**src/lcd3w_pkg.sv**
```systemverilog
// Package for the three-wire LCD master: frame codes, channel structs and helpers.
package lcd3w_pkg;

   localparam int PHASE_TICKS_W = 10;
   localparam logic [PHASE_TICKS_W-1:0] PHASE_TICKS_RESET = 10'd16;

   localparam int FRAME_W = 13;
   localparam int POS_W   = 4;

   localparam logic [2:0] ID_COMMAND = 3'b100;
   localparam logic [2:0] ID_WRITE   = 3'b101;
   localparam logic [2:0] ID_READ    = 3'b110;

   localparam logic [POS_W-1:0] FIRST_READ_BIT = 4'd9;
   localparam logic [POS_W-1:0] LEN_COMMAND    = 4'd12;
   localparam logic [POS_W-1:0] LEN_LONG       = 4'd13;
   localparam logic [POS_W-1:0] LAST_POS       = 4'd12;

   typedef enum logic [1:0] {
      CMD_COMMAND = 2'd0,
      CMD_WRITE   = 2'd1,
      CMD_READ    = 2'd2
   } cmd_type;

   typedef struct packed {
      logic       start_req;
      logic [1:0] cmd;
      logic [5:0] address;
      logic [3:0] nibble;
      logic [7:0] command_code;
      logic       pin_data_in;
   } tick_type;

   typedef struct packed {
      logic       chip_select_n;
      logic       write_strobe_n;
      logic       read_strobe_n;
      logic       pin_data_out;
      logic       pin_data_drive;
      logic       busy_res;
      logic       read_valid;
      logic [3:0] read_nibble;
   } result_type;

   function automatic logic [3:0] rev4(input logic [3:0] v);
      rev4 = {v[0], v[1], v[2], v[3]};
   endfunction

   function automatic logic [FRAME_W-1:0] build_frame(input logic [1:0] cmd,
                                                      input logic [5:0] address,
                                                      input logic [3:0] nibble,
                                                      input logic [7:0] code);
      case (cmd)
         CMD_COMMAND: build_frame = {ID_COMMAND, code, 2'b00};
         CMD_WRITE:   build_frame = {ID_WRITE, address, rev4(nibble)};
         CMD_READ:    build_frame = {ID_READ, address, 4'b0000};
         default:     build_frame = '0;
      endcase
   endfunction

endpackage

```
**src/lcd3w_req_if.sv**
```systemverilog
// Tick input channel: valid/ready handshake and tick payload.
interface lcd3w_req_if;
   logic       valid;
   logic       ready;
   logic       start_req;
   logic [1:0] cmd;
   logic [5:0] address;
   logic [3:0] nibble;
   logic [7:0] command_code;
   logic       pin_data_in;

   modport source (output valid, start_req, cmd, address, nibble, command_code,
                   pin_data_in, input ready);
   modport sink   (input valid, start_req, cmd, address, nibble, command_code,
                   pin_data_in, output ready);
endinterface

```
**src/lcd3w_rsp_if.sv**
```systemverilog
// Pin/status result channel: valid/ready handshake and pin levels.
interface lcd3w_rsp_if;
   logic       valid;
   logic       ready;
   logic       chip_select_n;
   logic       write_strobe_n;
   logic       read_strobe_n;
   logic       pin_data_out;
   logic       pin_data_drive;
   logic       busy_res;
   logic       read_valid;
   logic [3:0] read_nibble;

   modport source (output valid, chip_select_n, write_strobe_n, read_strobe_n,
                   pin_data_out, pin_data_drive, busy_res, read_valid, read_nibble,
                   input ready);
   modport sink   (input valid, chip_select_n, write_strobe_n, read_strobe_n,
                   pin_data_out, pin_data_drive, busy_res, read_valid, read_nibble,
                   output ready);
endinterface

```
**src/lcd_driver_three_wire_master_core.sv**
```systemverilog
// Top level of the three-wire segment-LCD serial master.
//
//   channel   direction  handshake          contents
//   req_chan  in         valid/ready        one timing tick: start, frame request, pin sample
//   rsp_chan  out        valid/ready        pin levels and status after that tick
//   csr_*     in         write enable only  phase_ticks (ticks per bit phase)
//
// Each accepted tick updates the sequencer and loads one result into the output
// register in the same cycle, so one tick per clock is sustained while rsp_chan accepts results.
// req_chan.ready is high while the output register is empty or being drained.
// A stalled result holds in the output register; ticks wait behind it.
// Synchronous reset returns to idle, chip select high, phase_ticks 16.
module lcd_driver_three_wire_master_core (
   input  logic                                clock,
   input  logic                                reset,
   lcd3w_req_if.sink                           req_chan,
   lcd3w_rsp_if.source                         rsp_chan,
   input  logic                                csr_wr_en,
   input  logic [lcd3w_pkg::PHASE_TICKS_W-1:0] csr_wr_data
);
   import lcd3w_pkg::*;

   tick_type   tick;
   result_type result;
   result_type rsp_data_ff;
   logic       rsp_valid_ff, rsp_valid_in;
   logic       tick_en;

   assign tick.start_req    = req_chan.start_req;
   assign tick.cmd          = req_chan.cmd;
   assign tick.address      = req_chan.address;
   assign tick.nibble       = req_chan.nibble;
   assign tick.command_code = req_chan.command_code;
   assign tick.pin_data_in  = req_chan.pin_data_in;

   assign req_chan.ready = !rsp_valid_ff || rsp_chan.ready;
   assign tick_en        = req_chan.valid && req_chan.ready;

   lcd3w_seq u_seq (
      .clock       (clock),
      .reset       (reset),
      .tick_en     (tick_en),
      .tick        (tick),
      .csr_wr_en   (csr_wr_en),
      .csr_wr_data (csr_wr_data),
      .result      (result)
   );

   always_comb begin
      if (tick_en) begin
         rsp_valid_in = 1'b1;
      end else if (rsp_chan.ready) begin
         rsp_valid_in = 1'b0;
      end else begin
         rsp_valid_in = rsp_valid_ff;
      end
   end

   always_ff @(posedge clock) begin
      if (reset) begin
         rsp_valid_ff <= 1'b0;
      end else begin
         rsp_valid_ff <= rsp_valid_in;
      end
   end

   always_ff @(posedge clock) begin
      if (tick_en) begin
         rsp_data_ff <= result;
      end
   end

   assign rsp_chan.valid          = rsp_valid_ff;
   assign rsp_chan.chip_select_n  = rsp_data_ff.chip_select_n;
   assign rsp_chan.write_strobe_n = rsp_data_ff.write_strobe_n;
   assign rsp_chan.read_strobe_n  = rsp_data_ff.read_strobe_n;
   assign rsp_chan.pin_data_out   = rsp_data_ff.pin_data_out;
   assign rsp_chan.pin_data_drive = rsp_data_ff.pin_data_drive;
   assign rsp_chan.busy_res       = rsp_data_ff.busy_res;
   assign rsp_chan.read_valid     = rsp_data_ff.read_valid;
   assign rsp_chan.read_nibble    = rsp_data_ff.read_nibble;

endmodule

```
**src/lcd3w_seq.sv**
```systemverilog
// Frame sequencer: bit/phase counters, shift frame, read capture and pin levels.
module lcd3w_seq (
   input  logic                                clock,
   input  logic                                reset,
   input  logic                                tick_en,
   input  lcd3w_pkg::tick_type                 tick,
   input  logic                                csr_wr_en,
   input  logic [lcd3w_pkg::PHASE_TICKS_W-1:0] csr_wr_data,
   output lcd3w_pkg::result_type               result
);
   import lcd3w_pkg::*;

   typedef enum logic [1:0] {
      PH_SETUP = 2'd0,
      PH_DATA  = 2'd1,
      PH_HIGH  = 2'd2
   } phase_type;

   logic [PHASE_TICKS_W-1:0] phase_ticks_ff;
   logic                     active_ff, active_in;
   cmd_type                  kind_ff, kind_in;
   logic [FRAME_W-1:0]       bits_ff, bits_in;
   logic [POS_W-1:0]         pos_ff, pos_in;
   phase_type                phase_ff, phase_in;
   logic [PHASE_TICKS_W-1:0] cnt_ff, cnt_in;
   logic [3:0]               rshift_ff, rshift_in;
   logic                     level_ff, level_in;

   logic [PHASE_TICKS_W-1:0] eff;
   logic                     phase_done;
   logic                     cmd_ok;
   logic                     read_bits_cur, read_bits_nxt;
   logic [POS_W-1:0]         pos_inc, bit_idx, rd_pos, frame_len;
   logic                     rv;

   always_comb begin
      eff        = (phase_ticks_ff == '0) ? PHASE_TICKS_W'(1) : phase_ticks_ff;
      phase_done = ({1'b0, cnt_ff} + (PHASE_TICKS_W+1)'(1)) >= {1'b0, eff};
      cmd_ok     = (tick.cmd == CMD_COMMAND) || (tick.cmd == CMD_WRITE) ||
                   (tick.cmd == CMD_READ);
      read_bits_cur = (kind_ff == CMD_READ) && (pos_ff >= FIRST_READ_BIT);
      pos_inc    = pos_ff + 4'd1;
      bit_idx    = LAST_POS - pos_ff;
      rd_pos     = pos_ff - FIRST_READ_BIT;
      frame_len  = (kind_ff == CMD_COMMAND) ? LEN_COMMAND : LEN_LONG;

      active_in = active_ff;
      kind_in   = kind_ff;
      bits_in   = bits_ff;
      pos_in    = pos_ff;
      phase_in  = phase_ff;
      cnt_in    = cnt_ff;
      rshift_in = rshift_ff;
      level_in  = level_ff;
      rv        = 1'b0;

      if (!active_ff) begin
         if (tick.start_req && cmd_ok) begin
            kind_in   = cmd_type'(tick.cmd);
            bits_in   = build_frame(tick.cmd, tick.address, tick.nibble,
                                    tick.command_code);
            pos_in    = '0;
            phase_in  = PH_SETUP;
            cnt_in    = '0;
            active_in = 1'b1;
            if (tick.cmd == CMD_READ) begin
               rshift_in = '0;
            end
         end
      end else if (phase_done) begin
         cnt_in = '0;
         case (phase_ff)
            PH_SETUP: begin
               phase_in = PH_DATA;
               if (read_bits_cur) begin
                  rshift_in = rshift_ff | (4'(tick.pin_data_in) << rd_pos[1:0]);
               end else begin
                  level_in = bits_ff[bit_idx];
               end
            end
            PH_DATA: begin
               phase_in = PH_HIGH;
            end
            default: begin
               phase_in = PH_SETUP;
               pos_in   = pos_inc;
               if (pos_inc >= frame_len) begin
                  active_in = 1'b0;
                  pos_in    = '0;
                  rv        = (kind_ff == CMD_READ);
               end else if ((kind_ff == CMD_READ) && (pos_inc == FIRST_READ_BIT)) begin
                  level_in = 1'b1;
               end
            end
         endcase
      end else begin
         cnt_in = cnt_ff + PHASE_TICKS_W'(1);
      end

      read_bits_nxt = (kind_in == CMD_READ) && (pos_in >= FIRST_READ_BIT);

      result.chip_select_n  = !active_in;
      result.write_strobe_n = !(active_in && !read_bits_nxt && (phase_in != PH_HIGH));
      result.read_strobe_n  = !(active_in && read_bits_nxt && (phase_in != PH_HIGH));
      result.pin_data_out   = level_in;
      result.pin_data_drive = !(active_in && read_bits_nxt);
      result.busy_res       = active_in;
      result.read_valid     = rv;
      result.read_nibble    = rshift_in;
   end

   always_ff @(posedge clock) begin
      if (reset) begin
         phase_ticks_ff <= PHASE_TICKS_RESET;
         active_ff      <= 1'b0;
         kind_ff        <= CMD_COMMAND;
         bits_ff        <= '0;
         pos_ff         <= '0;
         phase_ff       <= PH_SETUP;
         cnt_ff         <= '0;
         rshift_ff      <= '0;
         level_ff       <= 1'b0;
      end else begin
         if (csr_wr_en) begin
            phase_ticks_ff <= csr_wr_data;
         end
         if (tick_en) begin
            active_ff <= active_in;
            kind_ff   <= kind_in;
            bits_ff   <= bits_in;
            pos_ff    <= pos_in;
            phase_ff  <= phase_in;
            cnt_ff    <= cnt_in;
            rshift_ff <= rshift_in;
            level_ff  <= level_in;
         end
      end
   end

endmodule
```
**src/flat_wrapper.sv**
```systemverilog
// flat-port wrapper written by rule: the top's interface ports become plain ports
module lcd_driver_three_wire_master_core_flat import lcd3w_pkg::*;
  (clock, reset, csr_wr_en, csr_wr_data, req_chan_valid, req_chan_start_req, req_chan_cmd, req_chan_address, req_chan_nibble, req_chan_command_code, req_chan_pin_data_in, req_chan_ready, rsp_chan_valid, rsp_chan_chip_select_n, rsp_chan_write_strobe_n, rsp_chan_read_strobe_n, rsp_chan_pin_data_out, rsp_chan_pin_data_drive, rsp_chan_busy_res, rsp_chan_read_valid, rsp_chan_read_nibble, rsp_chan_ready);
  lcd3w_req_if req_chan_i ();
  lcd3w_rsp_if rsp_chan_i ();
  input  logic clock;
  input  logic reset;
  input  logic csr_wr_en;
  input  logic [lcd3w_pkg::PHASE_TICKS_W-1:0] csr_wr_data;
  input wire logic [$bits(req_chan_i.valid)-1:0] req_chan_valid;
  input wire logic [$bits(req_chan_i.start_req)-1:0] req_chan_start_req;
  input wire logic [$bits(req_chan_i.cmd)-1:0] req_chan_cmd;
  input wire logic [$bits(req_chan_i.address)-1:0] req_chan_address;
  input wire logic [$bits(req_chan_i.nibble)-1:0] req_chan_nibble;
  input wire logic [$bits(req_chan_i.command_code)-1:0] req_chan_command_code;
  input wire logic [$bits(req_chan_i.pin_data_in)-1:0] req_chan_pin_data_in;
  output wire logic [$bits(req_chan_i.ready)-1:0] req_chan_ready;
  output wire logic [$bits(rsp_chan_i.valid)-1:0] rsp_chan_valid;
  output wire logic [$bits(rsp_chan_i.chip_select_n)-1:0] rsp_chan_chip_select_n;
  output wire logic [$bits(rsp_chan_i.write_strobe_n)-1:0] rsp_chan_write_strobe_n;
  output wire logic [$bits(rsp_chan_i.read_strobe_n)-1:0] rsp_chan_read_strobe_n;
  output wire logic [$bits(rsp_chan_i.pin_data_out)-1:0] rsp_chan_pin_data_out;
  output wire logic [$bits(rsp_chan_i.pin_data_drive)-1:0] rsp_chan_pin_data_drive;
  output wire logic [$bits(rsp_chan_i.busy_res)-1:0] rsp_chan_busy_res;
  output wire logic [$bits(rsp_chan_i.read_valid)-1:0] rsp_chan_read_valid;
  output wire logic [$bits(rsp_chan_i.read_nibble)-1:0] rsp_chan_read_nibble;
  input wire logic [$bits(rsp_chan_i.ready)-1:0] rsp_chan_ready;
  assign req_chan_i.valid = req_chan_valid;
  assign req_chan_i.start_req = req_chan_start_req;
  assign req_chan_i.cmd = req_chan_cmd;
  assign req_chan_i.address = req_chan_address;
  assign req_chan_i.nibble = req_chan_nibble;
  assign req_chan_i.command_code = req_chan_command_code;
  assign req_chan_i.pin_data_in = req_chan_pin_data_in;
  assign req_chan_ready = req_chan_i.ready;
  assign rsp_chan_valid = rsp_chan_i.valid;
  assign rsp_chan_chip_select_n = rsp_chan_i.chip_select_n;
  assign rsp_chan_write_strobe_n = rsp_chan_i.write_strobe_n;
  assign rsp_chan_read_strobe_n = rsp_chan_i.read_strobe_n;
  assign rsp_chan_pin_data_out = rsp_chan_i.pin_data_out;
  assign rsp_chan_pin_data_drive = rsp_chan_i.pin_data_drive;
  assign rsp_chan_busy_res = rsp_chan_i.busy_res;
  assign rsp_chan_read_valid = rsp_chan_i.read_valid;
  assign rsp_chan_read_nibble = rsp_chan_i.read_nibble;
  assign rsp_chan_i.ready = rsp_chan_ready;
  lcd_driver_three_wire_master_core u_core (.clock(clock), .reset(reset), .req_chan(req_chan_i), .rsp_chan(rsp_chan_i), .csr_wr_en(csr_wr_en), .csr_wr_data(csr_wr_data));
endmodule
```
**config.mk**
```make
export PLATFORM = sky130hd
export DESIGN_NAME = lcd_driver_three_wire_master_core_flat
export DESIGN_NICKNAME = d
export VERILOG_FILES = /design/src/lcd3w_pkg.sv /design/src/lcd3w_req_if.sv /design/src/lcd3w_rsp_if.sv /design/src/lcd_driver_three_wire_master_core.sv /design/src/lcd3w_seq.sv /design/src/flat_wrapper.sv
export SDC_FILE = /design/constraint.sdc
export NUM_CORES = 1
export LEC_CHECK = 0
export ABC_AREA = 1
export BUFFER_PORTS_ARGS = -buffer_cell sky130_fd_sc_hd__buf_2
export CAP_MARGIN = 20
export CORE_UTILIZATION = 41
export CTS_CLUSTER_DIAMETER = 50
export DETAILED_ROUTE_END_ITERATION = 7
export PLACE_DENSITY = 0.7
export REMOVE_ABC_BUFFERS = 1
export SLEW_MARGIN = 15
export SYNTH_ARGS = -nofsm -noshare
export SYNTH_HDL_FRONTEND = slang
export SYNTH_SLANG_ARGS = --single-unit
```
**constraint.sdc**
```tcl
create_clock -name clock -period 4.4 [get_ports clock]
set_input_delay 0 -clock clock [delete_from_list [all_inputs] [get_ports clock]]
set_output_delay 0 -clock clock [all_outputs]
set_load 0.01 [all_outputs]
```
* Yosys cells after proc, flatten, opt, wreduce, memory -nomap -nowiden
Cells that the tools add are included.
Storage, ports and cells: latch bits 0, memories 0, output and inout port bits 13, ROM bits 0, register bits after elaboration 59, RAM bits 0, logic and storage cells 106, input port bits 37
Cells by class: magnitude comparators 5, equal/unequal tests 7, add/sub/neg operators 5, reduce and logical (&&, ||, !) cells 28, div/mod/pow operators 0, bitwise gates (word level) 4, shift-type cells 1, multiply operators 0, multiplexer cells 38
Operators with widths (number):
- two-way mux 4 bit | 11
- two-way mux 10 bit | 4
- one-hot mux 13 bit (3 select lines) | 1
- two-way mux 1 bit | 14
- adder 10 x 1 -> 11 bit (second input constant) | 1
- >= comparator 11 x 10 -> 1 bit | 1
- adder 10 x 1 -> 10 bit (second input constant) | 1
- logical NOT 10 bit | 1
- two-way mux 2 bit | 5
- logical AND 1 bit | 9
- >= comparator 4 bit (second input constant) | 2
- == test 2 bit (second input constant) | 3
- logical NOT 1 bit | 6
- logical NOT 2 bit | 3
- < comparator 4 x 5 -> 1 bit (second input constant) | 1
- OR reduction 5 bit | 1
- adder 4 x 1 -> 4 bit (second input constant) | 1
- binary-select mux 1 bit (select 4 bit) | 1
- == test 2 x 1 -> 1 bit (second input constant) | 2
- == test 4 bit (second input constant) | 1
- >= comparator 4 bit | 1
- OR 4 bit | 1
- one-hot mux 2 bit (2 select lines) | 1
- nonzero test 2 bit | 2
- 10 further kinds | 14

* Longest topological paths before layout
depth in word-level cells 13, depth in mapped cells 20, mapped depth without buffers 20

* Hierarchy
Synthesis repeated with hierarchy kept, for this count alone.
Unflattened totals: cells, all modules 459, area total of the unflattened synthesis 3295.7 µm²
By module, submodules not included:
- lcd3w_seq | seq. area each 940.9 µm², times used 1, cells an instance 442, area an instance 2917.8 µm²
- lcd_driver_three_wire_master_core | seq. area each 350.3 µm², times used 1, cells an instance 17, area an instance 377.9 µm²

* Least setup slack after synthesis
No wires, ideal clock.
kind flip-flop to flip-flop, start point register u_core.u_seq.cnt_ff[0], end point register u_core.rsp_data_ff, in the netlist u_core.rsp_chan.read_strobe_n, data pin, stages on the path, launching flop included 16, buffers on the path 0, arrival time 2340 ps, clock period less this slack 2602 ps, data required time 4138 ps, setup time 262 ps, path slack 1798 ps, cell sequence dfxtp_1 ha_1 nand3_2 nor3_1 xor2_1 ha_1 nand2_1 nand2_1 a21oi_1 nand2_2 nor2_4 nand2_4 nand3_4 nand3_1 a21oi_2 nand3_1
RTL lines:
- start, declared | RTL line lcd3w_seq.sv:25 | logic [PHASE_TICKS_W-1:0] cnt_ff, cnt_in;
- start signal, assigned | RTL line lcd3w_seq.sv:133 | cnt_ff <= cnt_in;
- end signal, assigned | RTL line lcd_driver_three_wire_master_core.sv:69 | rsp_data_ff <= result;
- end, declared | RTL line lcd_driver_three_wire_master_core.sv:25 | result_type rsp_data_ff;

==> flow_summary.toml <==
[die]
core_area_mm2 = 0.007767
die_h_um = 92.00
design.die.area_mm2 = 0.008463
die_x_um = 92.00
start_util_pct = 42.75
rows = 32
io_pins = 50

[sta]
finalCritPeriodShare_pct = 70.19
finalSetupViolations = 0
setup-tns-final_ns = 0
hold_violations = 0
tightestPinTransition_ns = 0.6122
rsz0062_at_grt = "false"
slew_violations = 0
slew_headroom_pct = 59.13
period_needed_ns = 3.089
fin_skew_ns = 0.009914
fmax_ghz = 0.3238

[routing]
routed_wl_um = 7524
postRouteAntennaNets = 0
drc = 0
vias_per_cell = 4.984
drtIter0Drc = 266
first_pass_iters = 5
wl_per_cell_um = 11.74
dr_total_vias = 3195

[layout]
diodes = 0
fin_area_mm2 = 0.004185
nNetsFinal = 587
area_growth_pct = 26.04
final_layout_size_suffix_gt1_share_pct = 15.96
final_core_util_pct = 53.88

[synth]
synth_area_per_cell_um2 = 7.298
synth_top_area_share_pct = 28.94
yosys_warnings = 0
postSynthCellCount = 455
ys_ff_latch = 59
ys_top_cells_by_area = "dfxtp_1 29%, nand2_1 12%, edfxtp_1 9.9%"
yosysSeqAreaShare_pct = 38.88
synth_edf_count = 11
synth_area_leader_cell = "dfxtp_1"
synth_area_mm2 = 0.003321
ys.flop_type = "dfxtp_1"
async_flop_share_pct = 0
ys_types = 38

[cts]
cts_num_sinks = 59
cts_buffers = 9
cts_tree = "built"
htree_levels = 3
cts-resized-gates = 0
post_cts_buffers = 0
cts_hold_buf = 32
clk_latency_ns = 0.34
root_buffer = "clkbuf_8"
clockBufferDepth = 2
cts.clk_slew.worst_paths_ns = 0.07

[grt]
antenna_found_initial = 0
grt_usage_pct = 19.94
gr-usage-met3_pct = 4.561
grt_max_degree = 30
grt_first_pass_wirelength_um = 13550
grt.overflow.total = 0
grt_use_met2_pct = 31.65
grt_util_met1_pct = 25.89
top_usage_layer = "met2"
grt_pass1_vias = 3058

[power_and_ir_drop]
power_density_mw_per_mm2 = 317.7
combPwrFrac_pct = 13.5
pwr-share-clk_pct = 41.7
leakagePower_nw = 1.892
power_w = 0.001329
switching_share_pct = 26.17
p_seq_share_pct = 44.8
power.switching_w = 0.0003479
p_int_w = 0.0009816
ir_drop_mv = 0.1768

[critical_path]
r2r-start = "u_core.u_seq.cnt_ff[0]$_SDFFE_PP0P_"
crit_top_cell = "nand2_1"
cp.required_ns = 4.50
critPathKind = "reg2reg"
max_stage_delay_ns = 0.42
start_kind = "flip-flop"
cp_top_family = "simple AND/OR/NAND/NOR gates"
worstPathCellList = "ha_1 > nand3_2 > nor3_1 > xor2_1 > ha_1 > nand2_1 > nand2_1 > a21oi_1 > nand2_2 > nor2_4 > nand2_4 > nand2_1 > nand2_1 > a21oi_1 > nand2_1 > nand2_1 > nand2_1"
crit_fanout = 6
critical_path_arrival_ns = 3.18
r2r_slack_ns = 1.31
worstSetupStartpoint = "u_core.u_seq.cnt_ff[0]$_SDFFE_PP0P_"
cp_slowest_cell = "dfxtp_1"
worst_setup_path_end_kind = "flip-flop"
rr_worst_depth = 17
timing.rr.end = "u_core.rsp_chan.write_strobe_n$_DFFE_PP_"
crit_buf_inv = 0

[placement]
place_area_mm2 = 0.003636
place.gp.congestion = 0.8744
dp_hpwl_um = 5271
portBuffers = 49

[job]
drv_cap = 0

[status]
status = "finished, final reports clean"

[worst_hold_path]
min_delay_path_depth = 4
min_path_type = "in2reg"
min_to = "u_core.u_seq.kind_ff[0]$_SDFFE_PP0P_"
hp-start = "req_chan_cmd[1]"
-- sequential cells by signal, summed over array words and instances (netlist names), 2 cells and up --
register,cells
u_core.u_seq.pos_ff,4
u_core.u_seq.kind_ff,2
u_core.u_seq.phase_ticks_ff,10
u_core.u_seq.bits_ff,13
u_core.u_seq.rshift_ff,4
u_core.u_seq.phase_ff,2
u_core.u_seq.cnt_ff,10
u_core.rsp_chan.read_nibble,4
-- routing by layer --
layer / share of wire, % / up-vias
met5: 0 / -
met4: 1.5 / 0
met3: 4.7 / 10
met2: 46 / 83
met1: 48 / 1438
li1: - / 1664
-- metrics by stage --
stage | worst slack [ns] | cells | hold slack (ns)
2_1_floorplan | 1.793 | 442 | 0.06907
3_3_place_gp | 1.499 | 593 | 0.2245
3_5_place_dp | 1.408 | 593 | 0.2197
4_1_cts | 1.317 | 641 | 0.05163
5_1_grt | 1.060 | 641 | 0.08636
6_report | 1.311 | 641 | 0.06361
-- worst reg2reg max path: stages (launching register included) --
cell	delay, ns
dfxtp_1	0.42
ha_1	0.23
nand3_2	0.14
nor3_1	0.26
xor2_1	0.25
ha_1	0.28
nand2_1	0.07
nand2_1	0.04
a21oi_1	0.16
nand2_2	0.09
nor2_4	0.19
nand2_4	0.12
nand2_1	0.08
nand2_1	0.07
a21oi_1	0.19
nand2_1	0.13
nand2_1	0.08
nand2_1	0.04
-- synthesized netlist by cell type (2+ instances only) --
library cell and instances:
a21oi_1 41, a31oi_1 6, a32oi_1 3, buf_2 4
clkbuf_1 8, dfxtp_1 48, edfxtp_1 11, ha_1 16
inv_1 56, inv_2 2, nand2_1 108, nand2_2 4
nand2_4 3, nand3_1 34, nand3_2 3, nand3b_1 3
nand4_1 6, nor2_1 38, nor2_2 2, nor2_4 3
nor3_1 3, nor4_1 2, o211ai_1 2, o21ai_0 27
xnor2_1 3, xor2_1 7
-- worst max-delay path by stage --
stage	endpoint	cells after the start
after floorplan	u_core.rsp_chan.read_strobe_n$_DFFE_PP_	15
after global placement	u_core.rsp_chan.write_strobe_n$_DFFE_PP_	17
after detailed placement	u_core.rsp_chan.write_strobe_n$_DFFE_PP_	17
after CTS	u_core.rsp_chan.write_strobe_n$_DFFE_PP_	17
after global routing	u_core.rsp_chan.write_strobe_n$_DFFE_PP_	17
final	u_core.rsp_chan.write_strobe_n$_DFFE_PP_	17
-- final cells by class --
| cell class | count | area [um2] |
|---|---|---|
| fill | 736 | 3582 |
| multi-input combinational | 325 | 1754 |
| sequential | 59 | 1291 |
| timing repair buffer | 81 | 565.5 |
| inverter | 58 | 217.7 |
| clock buffer | 12 | 176.4 |
| tap | 102 | 127.6 |
| clock inverter | 4 | 52.55 |
-- power groups by stage --
stage | sequential [W] | combinational [W] | clock (W)
6_report | 0.000596 | 0.000180 | 0.000554
5_1_grt | 0.000599 | 0.000205 | 0.000590
4_1_cts | 0.000596 | 0.000180 | 0.000566
3_5_place_dp | 0.000608 | 0.000156 | 0
3_3_place_gp | 0.000608 | 0.000154 | 0
2_1_floorplan | 0.000606 | 0.000101 | 0
-- cells by family after synthesis --
family	synth area share (%)
compound gates	14.62
buf+inv	8.290
flops	38.88
xor+xnor	2.638
fa+ha+maj	6.029
simple gates	29.54
-- placed cells by master (no fill, tap or decap), types with 2 or more instances in the layout --
| cell type | synthesis | final |
|---|---|---|
| dfxtp_1 | 48 | 48 |
| nor2_1 | 38 | 38 |
| nand3b_1 | 3 | 3 |
| nand4_1 | 6 | 6 |
| inv_1 | 56 | 56 |
| nor2_2 | 2 | 2 |
| nand3_2 | 3 | 3 |
| nand3_1 | 34 | 34 |
| buf_2 | 4 | 49 |
| nand2_2 | 4 | 4 |
| a32oi_1 | 3 | 3 |
| xnor2_1 | 3 | 3 |
| nor3_1 | 3 | 3 |
| nand2_1 | 108 | 108 |
| a21oi_1 | 41 | 41 |
| a31oi_1 | 6 | 6 |
| o211ai_1 | 2 | 2 |
| clkbuf_8 | 0 | 11 |
| inv_2 | 2 | 2 |
| xor2_1 | 7 | 7 |
| dlygate4sd3_1 | 0 | 32 |
| ha_1 | 16 | 16 |
| edfxtp_1 | 11 | 11 |
| nor4_1 | 2 | 2 |
| nor2_4 | 3 | 3 |
| nand2_4 | 3 | 3 |
| o21ai_0 | 27 | 27 |
(Power assumes the default switching activity.)
